==> config.mk <==
export PLATFORM = sky130hd
export DESIGN_NAME = rgb_to_hsl_integer
export DESIGN_NICKNAME = d
export VERILOG_FILES = /design/src/hw/rtl/rth_pkg.sv /design/src/hw/rtl/rth_div.sv /design/src/hw/rtl/rgb_to_hsl_integer.sv
export VERILOG_INCLUDE_DIRS = /design/src /design/src/hw/rtl
export SDC_FILE = /design/constraint.sdc
export NUM_CORES = 2
export LEC_CHECK = 0
export ABC_AREA = 1
export BUFFER_PORTS_ARGS = -buffer_cell sky130_fd_sc_hd__buf_2
export CORE_ASPECT_RATIO = 0.5
export CORE_MARGIN = 3
export CORE_UTILIZATION = 61
export DETAILED_ROUTE_END_ITERATION = 10
export GPL_TIMING_DRIVEN = 0
export PLACE_DENSITY_LB_ADDON = 0.1
export SLEW_MARGIN = 15
export SYNTH_ARGS = -nofsm -noshare
export SYNTH_HDL_FRONTEND = slang
export SYNTH_SLANG_ARGS = --single-unit
==> constraint.sdc <==
create_clock -name i_clk -period 37.5 [get_ports i_clk]
set_clock_uncertainty 0.2 [all_clocks]
set_input_delay 7.5 -clock i_clk [delete_from_list [all_inputs] [get_ports i_clk]]
set_output_delay 7.5 -clock i_clk [all_outputs]
set_load 0.01 [all_outputs]
==> src/hw/rtl/rgb_to_hsl_integer_defines.svh <==
// Assertion macros shared by the RGB to HSL pipeline.
`ifndef RGB_TO_HSL_INTEGER_DEFINES_SVH
`define RGB_TO_HSL_INTEGER_DEFINES_SVH

// Plain clocked check, off while reset is held.
`define RTH_ASSERT(label, prop, msg) \
    label: assert property (@(posedge i_clk) disable iff (!i_rst_n) (prop)) else $error(msg);

// Clocked implication check, off while reset is held.
`define RTH_ASSERT_IMPL(label, cond, prop, msg) \
    label: assert property (@(posedge i_clk) disable iff (!i_rst_n) (cond) |-> (prop)) \
        else $error(msg);

`endif

==> src/hw/rtl/rth_pkg.sv <==
// Shared constants, types and stage map for the RGB to HSL pipeline.
`default_nettype none

package rth_pkg;

    // Field widths
    localparam int unsigned CH_W    = 8;   // one color channel
    localparam int unsigned HUE_W   = 9;   // 0..360
    localparam int unsigned PCT_OUT = 7;   // 0..100
    localparam int unsigned SCL_W   = 18;  // scaled values up to 255000
    localparam int unsigned PCT_W   = 10;  // per-mille values 0..1000
    localparam int unsigned SECT_W  = 13;  // sector in thousandths, 0..6000
    localparam int unsigned HUE6_W  = 16;  // sector*6 + 50

    // Pipelined divider geometry
    localparam int unsigned DIV_NUM_W  = 20;
    localparam int unsigned DIV_DEN_W  = 11;
    localparam int unsigned DIV_Q_W    = 10;
    localparam int unsigned DIV_BPS    = 2;
    localparam int unsigned DIV_STAGES = DIV_Q_W / DIV_BPS;

    // Stage map of the top level
    localparam int unsigned ST_A        = 0;  // max/min/dominant channel
    localparam int unsigned ST_B        = 1;  // scale products
    localparam int unsigned ST_C        = 2;  // /255 reciprocal estimate
    localparam int unsigned ST_D        = 3;  // /255 correction
    localparam int unsigned ST_E        = 4;  // lightness, divider operands
    localparam int unsigned DIV_FIRST   = 5;
    localparam int unsigned ST_G        = DIV_FIRST + DIV_STAGES;  // sat round, hue*6
    localparam int unsigned ST_H        = ST_G + 1;                // hue round
    localparam int unsigned PIPE_STAGES = ST_H + 1;

    // Arithmetic constants
    localparam logic [9:0]  K_LIGHT      = 10'd500;
    localparam logic [9:0]  K_MILLE      = 10'd1000;
    localparam logic [11:0] K_SAT_FULL   = 12'd2000;
    localparam logic [7:0]  K_255        = 8'd255;
    localparam logic [15:0] RECIP_255    = 16'd32896;  // floor(2^23/255)
    localparam int unsigned RECIP_255_SH = 23;
    localparam logic [7:0]  RECIP_10     = 8'd205;     // exact /10 below 1029
    localparam int unsigned RECIP_10_SH  = 11;
    localparam logic [12:0] RECIP_100    = 13'd5243;   // exact /100 below 43699
    localparam int unsigned RECIP_100_SH = 19;
    localparam logic [3:0]  HALF_TENTH   = 4'd5;
    localparam logic [6:0]  HALF_HUNDRED = 7'd50;
    localparam logic [9:0]  LIGHT_LOW_MAX = 10'd504;   // lt <= 504 gives light <= 50
    localparam logic [2:0]  K_SIX        = 3'd6;

    // Sector offsets in thousandths
    localparam logic [SECT_W-1:0] OFS_RED_WRAP = 13'd6000;
    localparam logic [SECT_W-1:0] OFS_GREEN    = 13'd2000;
    localparam logic [SECT_W-1:0] OFS_BLUE     = 13'd4000;

    typedef enum logic [1:0] {
        DOM_RED   = 2'd0,
        DOM_GREEN = 2'd1,
        DOM_BLUE  = 2'd2
    } t_dom;

endpackage

`default_nettype wire

==> src/hw/rtl/rth_div.sv <==
// Pipelined restoring divider, two quotient bits per stage.
`default_nettype none

module rth_div
    import rth_pkg::*;
(
    input  wire logic                  i_clk,
    input  wire logic [DIV_STAGES-1:0] i_en,   // per-stage load enable
    input  wire logic [DIV_NUM_W-1:0]  i_num,
    input  wire logic [DIV_DEN_W-1:0]  i_den,
    output logic      [DIV_Q_W-1:0]    o_quo
);

    // Quotient must fit DIV_Q_W bits, so the top numerator bits start
    // out as a partial remainder below the divisor.
    logic [DIV_DEN_W-1:0] r_rem  [DIV_STAGES];
    logic [DIV_Q_W-1:0]   r_bits [DIV_STAGES];
    logic [DIV_Q_W-1:0]   r_quo  [DIV_STAGES];
    logic [DIV_DEN_W-1:0] r_den  [DIV_STAGES];

    for (genvar k = 0; k < DIV_STAGES; k++) begin : g_stage
        logic [DIV_DEN_W-1:0] rem_in;
        logic [DIV_Q_W-1:0]   bits_in;
        logic [DIV_Q_W-1:0]   quo_in;
        logic [DIV_DEN_W-1:0] den_in;
        logic [DIV_DEN_W-1:0] n_rem;
        logic [DIV_Q_W-1:0]   n_bits;
        logic [DIV_Q_W-1:0]   n_quo;

        if (k == 0) begin : g_head
            assign rem_in  = i_num[DIV_NUM_W-1 -: DIV_DEN_W-1] == '0 ? '0 :
                             DIV_DEN_W'(i_num[DIV_NUM_W-1:DIV_Q_W]);
            assign bits_in = i_num[DIV_Q_W-1:0];
            assign quo_in  = '0;
            assign den_in  = i_den;
        end else begin : g_body
            assign rem_in  = r_rem[k-1];
            assign bits_in = r_bits[k-1];
            assign quo_in  = r_quo[k-1];
            assign den_in  = r_den[k-1];
        end

        always_comb begin
            logic [DIV_DEN_W:0] trial;
            n_rem  = rem_in;
            n_bits = bits_in;
            n_quo  = quo_in;
            for (int s = 0; s < DIV_BPS; s++) begin
                trial  = {n_rem, n_bits[DIV_Q_W-1]};
                n_bits = {n_bits[DIV_Q_W-2:0], 1'b0};
                if (trial >= {1'b0, den_in}) begin
                    n_rem = DIV_DEN_W'(trial - {1'b0, den_in});
                    n_quo = {n_quo[DIV_Q_W-2:0], 1'b1};
                end else begin
                    n_rem = trial[DIV_DEN_W-1:0];
                    n_quo = {n_quo[DIV_Q_W-2:0], 1'b0};
                end
            end
        end

        always_ff @(posedge i_clk) begin
            if (i_en[k]) begin
                r_rem[k]  <= n_rem;
                r_bits[k] <= n_bits;
                r_quo[k]  <= n_quo;
                r_den[k]  <= den_in;
            end
        end
    end

    assign o_quo = r_quo[DIV_STAGES-1];

endmodule

`default_nettype wire

==> src/hw/rtl/rgb_to_hsl_integer.sv <==
// Top level: 24-bit RGB pixel in, integer hue/saturation/lightness out.
//
//  channel   dir  word bits (low to high)
//  s_axis    in   [23:0] pixel_rgb (blue 7:0, green 15:8, red 23:16)
//  m_axis    out  [8:0] hue_degrees, [15:9] saturation_percent,
//                 [22:16] lightness_percent, [23] zero
//
// Twelve register stages: channel sort, scale products, /255 estimate,
// /255 correction, lightness and divider operands, five divider stages
// (two quotient bits each), saturation round with hue*6, hue round.
// One word per clock sustained while m_axis_tready stays high.
// Each stage loads when it is empty or the stage after it moves, so
// bubbles close up and input is taken while an output word waits.
// Reset (synchronous, active low) clears only the stage valid bits.
`default_nettype none

`include "rgb_to_hsl_integer_defines.svh"

module rgb_to_hsl_integer
    import rth_pkg::*;
(
    input  wire logic        i_clk,
    input  wire logic        i_rst_n,

    input  wire logic        s_axis_tvalid,
    output logic             s_axis_tready,
    input  wire logic [23:0] s_axis_tdata,   // [23:0] pixel_rgb

    output logic             m_axis_tvalid,
    input  wire logic        m_axis_tready,
    output logic      [23:0] m_axis_tdata    // [8:0] hue, [15:9] sat, [22:16] light
);

    typedef struct packed {
        logic [PCT_OUT-1:0] light;
        logic               grey;
        logic               neg;
        t_dom               dom;
    } t_side;

    // ------------------------------------------------------------------
    // Flow control: stage k loads when it is empty or stage k+1 loads.
    // ------------------------------------------------------------------
    logic [PIPE_STAGES-1:0] r_vld;
    logic [PIPE_STAGES-1:0] pipe_en;

    always_comb begin
        pipe_en[PIPE_STAGES-1] = !r_vld[PIPE_STAGES-1] || m_axis_tready;
        for (int k = PIPE_STAGES - 2; k >= 0; k--) begin
            pipe_en[k] = !r_vld[k] || pipe_en[k+1];
        end
    end

    always_ff @(posedge i_clk) begin
        if (!i_rst_n) begin
            r_vld <= '0;
        end else begin
            if (pipe_en[0]) begin
                r_vld[0] <= s_axis_tvalid;
            end
            for (int k = 1; k < PIPE_STAGES; k++) begin
                if (pipe_en[k]) begin
                    r_vld[k] <= r_vld[k-1];
                end
            end
        end
    end

    assign s_axis_tready = pipe_en[ST_A];

    // ------------------------------------------------------------------
    // Stage A: sort channels, pick dominant one and its difference.
    // Ties go red, then green, as the hue sectors require.
    // ------------------------------------------------------------------
    logic [CH_W-1:0] rc, gc, bc, n_hi, n_lo;
    t_dom            n_dom;
    logic signed [CH_W:0] n_diff;

    always_comb begin
        logic [CH_W-1:0] t_max, t_min;
        rc = s_axis_tdata[23:16];
        gc = s_axis_tdata[15:8];
        bc = s_axis_tdata[7:0];
        t_max = (rc > gc) ? rc : gc;
        n_hi  = (t_max > bc) ? t_max : bc;
        t_min = (rc < gc) ? rc : gc;
        n_lo  = (t_min < bc) ? t_min : bc;
        if (n_hi == rc)       n_dom = DOM_RED;
        else if (n_hi == gc)  n_dom = DOM_GREEN;
        else                  n_dom = DOM_BLUE;
        unique case (n_dom)
            DOM_RED:   n_diff = $signed({1'b0, gc}) - $signed({1'b0, bc});
            DOM_GREEN: n_diff = $signed({1'b0, bc}) - $signed({1'b0, rc});
            DOM_BLUE:  n_diff = $signed({1'b0, rc}) - $signed({1'b0, gc});
            default:   n_diff = '0;
        endcase
    end

    logic [CH_W-1:0]      r_a_hi, r_a_lo;
    t_dom                 r_a_dom;
    logic signed [CH_W:0] r_a_diff;

    always_ff @(posedge i_clk) begin
        if (pipe_en[ST_A]) begin
            r_a_hi   <= n_hi;
            r_a_lo   <= n_lo;
            r_a_dom  <= n_dom;
            r_a_diff <= n_diff;
        end
    end

    // ------------------------------------------------------------------
    // Stage B: (hi+lo)*500, hi*1000, lo*1000, |diff|*1000, span.
    // Index 0 feeds lightness, 1 and 2 the scaled max and min.
    // ------------------------------------------------------------------
    logic [SCL_W-1:0] n_b_x [3];
    logic [SCL_W-1:0] n_b_dnum;
    logic             n_b_neg;
    logic [CH_W:0]    sum9, mag9;

    always_comb begin
        sum9     = {1'b0, r_a_hi} + {1'b0, r_a_lo};
        n_b_x[0] = SCL_W'(sum9 * K_LIGHT);
        n_b_x[1] = SCL_W'(r_a_hi * K_MILLE);
        n_b_x[2] = SCL_W'(r_a_lo * K_MILLE);
        n_b_neg  = r_a_diff[CH_W];
        mag9     = n_b_neg ? (CH_W+1)'(-r_a_diff) : r_a_diff;
        n_b_dnum = SCL_W'(mag9[CH_W-1:0] * K_MILLE);
    end

    logic [SCL_W-1:0] r_b_x [3];
    logic [SCL_W-1:0] r_b_dnum;
    logic             r_b_neg;
    logic [CH_W-1:0]  r_b_span;
    t_dom             r_b_dom;

    always_ff @(posedge i_clk) begin
        if (pipe_en[ST_B]) begin
            r_b_x    <= n_b_x;
            r_b_dnum <= n_b_dnum;
            r_b_neg  <= n_b_neg;
            r_b_span <= r_a_hi - r_a_lo;
            r_b_dom  <= r_a_dom;
        end
    end

    // ------------------------------------------------------------------
    // Stage C: x/255 estimate by reciprocal; low by at most one.
    // ------------------------------------------------------------------
    logic [PCT_W-1:0] n_c_est [3];

    always_comb begin
        logic [SCL_W+15:0] prod;
        for (int i = 0; i < 3; i++) begin
            prod       = r_b_x[i] * RECIP_255;
            n_c_est[i] = prod[RECIP_255_SH +: PCT_W];
        end
    end

    logic [SCL_W-1:0] r_c_x   [3];
    logic [PCT_W-1:0] r_c_est [3];
    logic [SCL_W-1:0] r_c_dnum;
    logic             r_c_neg;
    logic [CH_W-1:0]  r_c_span;
    t_dom             r_c_dom;

    always_ff @(posedge i_clk) begin
        if (pipe_en[ST_C]) begin
            r_c_x    <= r_b_x;
            r_c_est  <= n_c_est;
            r_c_dnum <= r_b_dnum;
            r_c_neg  <= r_b_neg;
            r_c_span <= r_b_span;
            r_c_dom  <= r_b_dom;
        end
    end

    // ------------------------------------------------------------------
    // Stage D: one compare-subtract fixes the /255 quotient.
    // ------------------------------------------------------------------
    logic [PCT_W-1:0] n_d_q [3];

    always_comb begin
        logic [SCL_W-1:0] rem;
        for (int i = 0; i < 3; i++) begin
            rem      = r_c_x[i] - SCL_W'(r_c_est[i] * K_255);
            n_d_q[i] = (rem >= SCL_W'(K_255)) ? PCT_W'(r_c_est[i] + 1'b1) : r_c_est[i];
        end
    end

    logic [PCT_W-1:0] r_d_q [3];   // lt, sh, sl
    logic [SCL_W-1:0] r_d_dnum;
    logic             r_d_neg;
    logic [CH_W-1:0]  r_d_span;
    t_dom             r_d_dom;

    always_ff @(posedge i_clk) begin
        if (pipe_en[ST_D]) begin
            r_d_q    <= n_d_q;
            r_d_dnum <= r_c_dnum;
            r_d_neg  <= r_c_neg;
            r_d_span <= r_c_span;
            r_d_dom  <= r_c_dom;
        end
    end

    // ------------------------------------------------------------------
    // Stage E: round lightness, build both divider operand pairs.
    // ------------------------------------------------------------------
    logic [PCT_OUT-1:0]   n_e_light;
    logic [DIV_DEN_W-1:0] n_e_sden;
    logic [DIV_NUM_W-1:0] n_e_snum;

    always_comb begin
        logic [PCT_W-1:0]   lt_rnd;
        logic [PCT_W+7:0]   lprod;
        logic [PCT_W-1:0]   sdiff;
        lt_rnd    = PCT_W'(r_d_q[0] + HALF_TENTH);
        lprod     = lt_rnd * RECIP_10;
        n_e_light = lprod[RECIP_10_SH +: PCT_OUT];
        if (r_d_q[0] <= LIGHT_LOW_MAX) begin
            n_e_sden = DIV_DEN_W'({1'b0, r_d_q[1]} + {1'b0, r_d_q[2]});
        end else begin
            n_e_sden = DIV_DEN_W'(K_SAT_FULL - 12'(r_d_q[1]) - 12'(r_d_q[2]));
        end
        sdiff    = r_d_q[1] - r_d_q[2];
        n_e_snum = DIV_NUM_W'(sdiff * K_MILLE);
    end

    logic [DIV_NUM_W-1:0] r_e_snum, r_e_hnum;
    logic [DIV_DEN_W-1:0] r_e_sden, r_e_hden;
    t_side                r_e_side;

    always_ff @(posedge i_clk) begin
        if (pipe_en[ST_E]) begin
            r_e_snum       <= n_e_snum;
            r_e_sden       <= n_e_sden;
            r_e_hnum       <= DIV_NUM_W'(r_d_dnum);
            r_e_hden       <= DIV_DEN_W'(r_d_span);
            r_e_side.light <= n_e_light;
            r_e_side.grey  <= (r_d_span == '0);
            r_e_side.neg   <= r_d_neg;
            r_e_side.dom   <= r_d_dom;
        end
    end

    // ------------------------------------------------------------------
    // Divider stages: saturation and hue quotients side by side.
    // ------------------------------------------------------------------
    logic [DIV_Q_W-1:0] sat_quo, hue_quo;

    rth_div u_sat_div (
        .i_clk (i_clk),
        .i_en  (pipe_en[DIV_FIRST +: DIV_STAGES]),
        .i_num (r_e_snum),
        .i_den (r_e_sden),
        .o_quo (sat_quo)
    );

    rth_div u_hue_div (
        .i_clk (i_clk),
        .i_en  (pipe_en[DIV_FIRST +: DIV_STAGES]),
        .i_num (r_e_hnum),
        .i_den (r_e_hden),
        .o_quo (hue_quo)
    );

    t_side r_side [DIV_STAGES];

    always_ff @(posedge i_clk) begin
        if (pipe_en[DIV_FIRST]) begin
            r_side[0] <= r_e_side;
        end
        for (int k = 1; k < DIV_STAGES; k++) begin
            if (pipe_en[DIV_FIRST + k]) begin
                r_side[k] <= r_side[k-1];
            end
        end
    end

    // ------------------------------------------------------------------
    // Stage G: round saturation, place hue in its sector, times 6 + 50.
    // ------------------------------------------------------------------
    t_side              div_side;
    logic [PCT_OUT-1:0] n_g_sat;
    logic [HUE6_W-1:0]  n_g_hue6;

    assign div_side = r_side[DIV_STAGES-1];

    always_comb begin
        logic [PCT_W-1:0]  s_rnd;
        logic [PCT_W+7:0]  sprod;
        logic [SECT_W-1:0] ofs, sector;
        s_rnd   = PCT_W'(sat_quo + HALF_TENTH);
        sprod   = s_rnd * RECIP_10;
        n_g_sat = div_side.grey ? '0 : sprod[RECIP_10_SH +: PCT_OUT];
        unique case (div_side.dom)
            DOM_RED:   ofs = div_side.neg ? OFS_RED_WRAP : '0;
            DOM_GREEN: ofs = OFS_GREEN;
            DOM_BLUE:  ofs = OFS_BLUE;
            default:   ofs = '0;
        endcase
        sector   = div_side.neg ? SECT_W'(ofs - hue_quo) : SECT_W'(ofs + hue_quo);
        n_g_hue6 = HUE6_W'(sector * K_SIX + HALF_HUNDRED);
    end

    logic [PCT_OUT-1:0] r_g_sat, r_g_light;
    logic [HUE6_W-1:0]  r_g_hue6;
    logic               r_g_grey;

    always_ff @(posedge i_clk) begin
        if (pipe_en[ST_G]) begin
            r_g_sat   <= n_g_sat;
            r_g_light <= div_side.light;
            r_g_hue6  <= n_g_hue6;
            r_g_grey  <= div_side.grey;
        end
    end

    // ------------------------------------------------------------------
    // Stage H: hue /100 by reciprocal; this is the output register.
    // ------------------------------------------------------------------
    logic [HUE_W-1:0] n_h_hue;

    always_comb begin
        logic [HUE6_W+12:0] hprod;
        hprod   = r_g_hue6 * RECIP_100;
        n_h_hue = r_g_grey ? '0 : hprod[RECIP_100_SH +: HUE_W];
    end

    logic [HUE_W-1:0]   r_h_hue;
    logic [PCT_OUT-1:0] r_h_sat, r_h_light;

    always_ff @(posedge i_clk) begin
        if (pipe_en[ST_H]) begin
            r_h_hue   <= n_h_hue;
            r_h_sat   <= r_g_sat;
            r_h_light <= r_g_light;
        end
    end

    assign m_axis_tvalid = r_vld[ST_H];
    assign m_axis_tdata  = {1'b0, r_h_light, r_h_sat, r_h_hue};

    // ------------------------------------------------------------------
    // Checks
    // ------------------------------------------------------------------
    logic       in_fire, out_fire, quo_ok, out_ok;
    logic [3:0] occ, occ_exp;   // words held in the pipe, 0..12

    assign in_fire  = s_axis_tvalid && s_axis_tready;
    assign out_fire = m_axis_tvalid && m_axis_tready;
    assign occ      = 4'($countones(r_vld));
    assign occ_exp  = occ + {3'b0, in_fire} - {3'b0, out_fire};
    assign quo_ok   = (sat_quo <= K_MILLE) && (hue_quo <= K_MILLE);
    assign out_ok   = (r_h_hue <= 9'd360) && (r_h_sat <= 7'd100) && (r_h_light <= 7'd100);

    `RTH_ASSERT_IMPL(a_ready_on_bubble, !(&r_vld) || m_axis_tready, s_axis_tready, "stall with room")
    `RTH_ASSERT(a_occupancy, 1'b1 |=> (occ == $past(occ_exp)), "word lost or duplicated in pipe")
    `RTH_ASSERT_IMPL(a_quo_range, r_vld[ST_G-1] && !div_side.grey, quo_ok, "quotient out of range")
    `RTH_ASSERT_IMPL(a_out_range, m_axis_tvalid, out_ok, "result field out of range")

endmodule

`default_nettype wire
# Word level (Yosys, flattened, before mapping)
# Memories as Yosys holds them, arrays and structs flattened.
# Index checks and enable logic that the tools add are counted.
# Widths: inputs -> output; s select.
totals:
  ff_bits: 385
  ramBits: 455
  wordCells: 250
  n_memories: 9
mem_list:
  columns: ["memory", "depth", "word_bits", "rd", "rd_ports_with_merged_regs", "write_ports", "line_no", "rtl"]
  rows:
  - ["r_side", 5, 11, 5, 0, 5, "rgb_to_hsl_integer.sv:268", "t_side r_side [DIV_STAGES];"]
  - ["u_hue_div.r_den", 5, 11, 4, 0, 5, "rth_div.sv:19", "logic [DIV_DEN_W-1:0] r_den [DIV_STAGES];"]
  - ["u_hue_div.r_rem", 5, 11, 4, 0, 5, "rth_div.sv:16", "logic [DIV_DEN_W-1:0] r_rem [DIV_STAGES];"]
  - ["u_sat_div.r_den", 5, 11, 4, 0, 5, "rth_div.sv:19", null]
  - ["u_sat_div.r_rem", 5, 11, 4, 0, 5, "rth_div.sv:16", null]
  - ["u_hue_div.r_quo", 5, 10, 5, 0, 5, "rth_div.sv:18", "logic [DIV_Q_W-1:0] r_quo [DIV_STAGES];"]
  - ["+3 memories", null, null, null, null, null, null, null]
classes:
  order_cmp: 28
  n_eq_ne: 6
  muxes: 67
  mul: 15
  n_reduce_logical: 29
  n_addsub: 41
op_table:
  columns: ["op", "count"]
  rows:
  - ["$mux 11", 21]
  - ["$ge 12x11->1", 18]
  - ["$sub 11x11->11", 18]
  - ["$mul 10x8->18 const B", 5]
  - ["$ge 18x8->1 const B", 3]
  - ["$sub 18x18->18", 3]
  - ["$mux 8", 6]
  - ["$mul 15x9->23 const B", 2]
  - ["$mul 8x7->15 const B", 3]
  - ["$mux 10", 4]
  - ["$pmux 13 s3", 1]
  - ["$add 10x1->10 const B", 3]
  - ["$mux 1", 30]
  - ["$mul 16x13->28 const B", 1]
  - ["$pmux 9 s3", 1]
  - ["$sub 8x8->9", 3]
  - ["$mux 13", 2]
  - ["$ge 12x8->1", 2]
  - ["$mul 16x9->24 const B", 1]
  - ["$sub 11x8->11", 2]
  - ["$add 10x3->10 const B", 2]
  - ["$logic_not 10->1", 2]
  - ["$mul 10x7->17 const B", 1]
  - ["$add 16x6->16 const B", 1]
  - ["22 further kinds", 51]

# Logic depth before layout (Yosys ltp)
depth:
  depth_word: 13
  mapped_depth: 33

# Cells and area by module
# Synthesis repeated with hierarchy kept, for this count alone.
hier_totals:
  cells_unflattened: 7194
  area_unflattened_um2: 65519.1
by_module_without_submodules:
  columns: ["mod", "cells_each", "n_inst", "area_each_um2", "seq_area_each_um2"]
  rows:
  - ["rgb_to_hsl_integer", 4405, 1, 43361.6, 12972.4]
  - ["rth_div at u_hue_div", 1418, 1, 11193.2, 4144.0]
  - ["rth_div at u_sat_div", 1371, 1, 10964.3, 4144.0]

# Least setup slack after synthesis
# OpenSTA, ideal clock, no wires.
synth_path:
  path_kind: "input -> output"
  start: "input m_axis_tready"
  end: "output s_axis_tready"
  arrival_ns: 16.211
  stages: 14
  slack_ns: 13.589
  cell_sequence: "nor2_1 > inv_2 > nor2_1 > inv_2 > nor2_2 > nand2_1 > nor2_2 > nand2_1 > nor2_2 > nand2_1 > nor2_2 > nand2_1 > nor2_2 > nand2_1"
synth_via:
  elab_chain_len: 12
synth_rtl:
  columns: ["element", "line_no", "rtl"]
  rows:
  - ["start, declared", "rgb_to_hsl_integer.sv:30", "input wire logic m_axis_tready,"]
  - ["$logic_or 1x1->1", "rgb_to_hsl_integer.sv:48", "pipe_en[PIPE_STAGES-1] = !r_vld[PIPE_STAGES-1] || m_axis_tready;"]
  - ["named net pipe_en[11]", "rgb_to_hsl_integer.sv:45", "logic [PIPE_STAGES-1:0] pipe_en;"]
  - ["$logic_or 1x1->1", "rgb_to_hsl_integer.sv:50", "pipe_en[k] = !r_vld[k] || pipe_en[k+1];"]
  - ["named net pipe_en[10]", "rgb_to_hsl_integer.sv:45", null]
  - ["$logic_or 1x1->1 (2 in a row)", "rgb_to_hsl_integer.sv:50", null]
  - ["named net pipe_en[8]", "rgb_to_hsl_integer.sv:45", null]
  - ["$logic_or 1x1->1 (2 in a row)", "rgb_to_hsl_integer.sv:50", null]
  - ["named net pipe_en[6]", "rgb_to_hsl_integer.sv:45", null]
  - ["$logic_or 1x1->1 (2 in a row)", "rgb_to_hsl_integer.sv:50", null]
  - ["named net pipe_en[4]", "rgb_to_hsl_integer.sv:45", null]
  - ["$logic_or 1x1->1 (2 in a row)", "rgb_to_hsl_integer.sv:50", null]
  - ["named net pipe_en[2]", "rgb_to_hsl_integer.sv:45", null]
  - ["$logic_or 1x1->1 (2 in a row)", "rgb_to_hsl_integer.sv:50", null]
  - ["end, declared", "rgb_to_hsl_integer.sv:26", "output logic s_axis_tready,"]
# The timed path passes the listed nets, and every way through them passes these cells.

# Final worst setup path
# Ends and elaborated chain as after synthesis.

==> impl_metrics.tcl <==
set metrics [dict create \
    min_period_ns 19.45 \
    drv_cap 0 \
    rows 81 \
    path_clk_slew_ns 0.06 \
    startpoint_type "input pin" \
    fmax_mhz 51.4 \
    antenna_found_initial 1 \
    seq_area_frac_synth_pct 33.2 \
    initial_core_util_pct 61.8 \
    num_antenna_cells 0 \
    area_growth_syn_to_layout_pct 7.33 \
    io_pins 54 \
    port_buffers 52 \
    routed.top_layer "met4" \
    cts_tree "done" \
    arrival_ns 11.75 \
    vias_per_cell 5.38 \
    worst_pin_slew_ns 0.955 \
    die_area_sq_um 103000 \
    met1_length_um 56000 \
    cts_buffers 66 \
    core_region_area_sq_um 98200 \
    ys.flop_type "edfxtp_1" \
    clockBufferDepth 3 \
    synth.largest_area_cell "edfxtp_1" \
    grt_max_degree 66 \
    drive_gt1_share_pct 4.09 \
    rsz0062_at_grt "no" \
    relSlewSlack_pct 35.7 \
    grt_overflow 0 \
    setup-violations-final 0 \
    final_max_slew_viol_count 0 \
    finalHoldViolCount 0 \
    synth.top_cells.by_area "edfxtp_1 33%, ha_1 18%, fa_1 14%, inv_1 8.0%, nand2_1 6.0%" \
    wl_per_cell_um 15.5 \
    dr_wl_met3_um 4240 \
    ant_nets 0 \
    synth-edff-count 663 \
    drcViolationCount 0 \
    cp-end-kind "primary output" \
    cp_max_fo 63 \
    h-tree-depth 3 \
    yosysMostFrequentCell "inv_1" \
    cts_root_buf "clkbuf_16" \
    cts_sinks 675 \
    yosysWarnings 0 \
    whs_ns 0.206 \
    synth_area_per_cell_sq_um 9.44 \
    synth_nets 7763 \
    outcome "finished clean" \
    gp_congestion 0.918 \
    track_usage_pct 24.2 \
    nets 7891 \
    firstDrtPassIters 7 \
    startpoint "m_axis_tready" \
    r2r_cells 27 \
    ys_types 64 \
    dr_wl_met2_um 59800 \
    clock_latency_ns 0.66 \
    post_cts_buffers 0 \
    grt_pass1_wl_um 207000 \
    synth.top_cell.area_share_pct 32.8 \
    wl_um 123000 \
    syn_area_sq_um 60700 \
    dpl.hpwl_um 102000 \
    nFillCells 7761 \
    synth_seq_cells 675 \
    drt_iter0_drc 2403 \
    vias 42700 \
    syn_inst 6428 \
    ctsResizeCount 0 \
    crit_required_ns 29.80 \
    worstHoldPathType "flip-flop to flip-flop" \
    finalSetupTns_ns 0 \
    async_flop_share_pct 0 \
    synth.top_cells.by_count "1,299 x inv_1, 974 x nand2_1, 892 x ha_1" \
    path_class "input pin to primary output" \
    r2r_start "r_a_lo[2]" \
    r2r_slack_ns 30.54 \
    reg2reg_to "r_b_x[52]" \
    fin_crit_sh_pct 51.9 \
    holdBufCountCts 0 \
    die_h_um 229 \
    grt_pass1_vias 43300 \
    dieWidth_um 452 \
    cp-endpoint "s_axis_tready" \
]
[stage by stage]
stage          area, sq um  util [%]  std cells  setup WS, ns
6_report             65100      66.3       7937         18.05
5_1_grt              65100      66.3       7937         17.63
4_1_cts              65100      66.3       7937         17.96
3_5_place_dp         62800      64.0       7816         17.99
3_3_place_gp         62600      63.7       7808          9.52
2_1_floorplan        60700         -       6428         13.59
[cells by family (layout without fill, tap and decap cells)]
group / Yosys count / count (layout) / synth area share (%)
and+or+nand+nor: 1852 / 1852 / 13.0
buffers and inverters: 1358 / 1539 / 8.51
adders and majority gates: 1307 / 1307 / 32.1
AOI/OAI and AO/OA: 870 / 870 / 7.89
DFF: 675 / 675 / 33.2
xor gates and xnor gates: 362 / 362 / 5.23
muxes: 3 / 3 / 0.0557
other: 1 / 1 / 0.00618
[area by class of cell]
| type | instances | area, sq um | share of cell area [%] |
|---|---|---|---|
| multi-input combinational | 4395 | 35400 | 54.3 |
| sequential | 675 | 20100 | 30.9 |
| inverter | 1309 | 4920 | 7.56 |
| clock buffer | 73 | 1700 | 2.61 |
| tap | 1328 | 1660 | 2.55 |
| clock inverter | 48 | 598 | 0.919 |
| timing repair buffer | 60 | 450 | 0.692 |
| buffer | 49 | 251 | 0.386 |
[how the worst min path moves through the flow]
stage	startpoint	to	depth (start not counted)
final	r_d_dnum[9]	r_e_hnum[9]	0
after global routing	r_c_dnum[10]	r_d_dnum[10]	0
after detailed placement	r_c_dnum[10]	r_d_dnum[10]	0
after floorplan	r_a_dom[0]	r_b_dom[0]	0
after CTS	r_d_dnum[9]	r_e_hnum[9]	0
after global placement	r_side[0][8]	r_side[0][19]	0
[layout by cell type (no fill, tap or decap), types with 10 or more instances in the layout]
cell       instances
inv_1           1294
nand2_1          969
ha_1             892
edfxtp_1         663
a21oi_1          446
fa_1             415
nor2_1           386
nand3_1          282
o21ai_0          244
xor2_1           233
xnor2_1          129
buf_2             67
clkbuf_16         66
nand4_1           60
nor3_1            58
o21bai_1          35
clkbuf_1          27
a21o_1            22
o21ai_1           20
nand2_2           19
o21a_1            18
clkinv_1          17
nand3b_1          16
o211ai_1          14
a31oi_1           13
or2_2             12
dfxtp_1           12
a211oi_1          10
[metal layers]
metal  vias to the layer above  track usage, %
met5                         -               0
met4                         0            6.37
met3                       199            2.94
met2                       794            42.3
met1                     20300            32.2
li1                      21300               -
[state kept, by name (all words and copies together) (netlist names), 16 cells and up]
signal,cells
u_sat_div.r_den,44
u_hue_div.r_den,32
u_sat_div.r_quo,30
r_side,55
u_sat_div.r_rem,44
r_b_x,46
u_hue_div.r_rem,44
u_hue_div.r_quo,30
r_c_est,30
r_d_q,30
r_e_snum,16
r_c_x,46
[worst max-delay path, stage by stage]
cell and delay [ns]:
buf_2 0.10, nor2_1 0.12, inv_2 0.27, nor2_1 0.20
inv_2 0.32, nor2_2 0.31, nand2_4 0.29, nor2_2 0.33
nand2_4 0.13, nor2_2 0.25, nand2_4 0.48, nor2_2 0.37
nand2_4 0.25, nor2_2 0.27, nand2_2 0.11, buf_12 0.18
buf_2 0.18
Power is not shown: default switching activity piles up to over one toggle a cycle in this logic, so the estimate is an artifact.
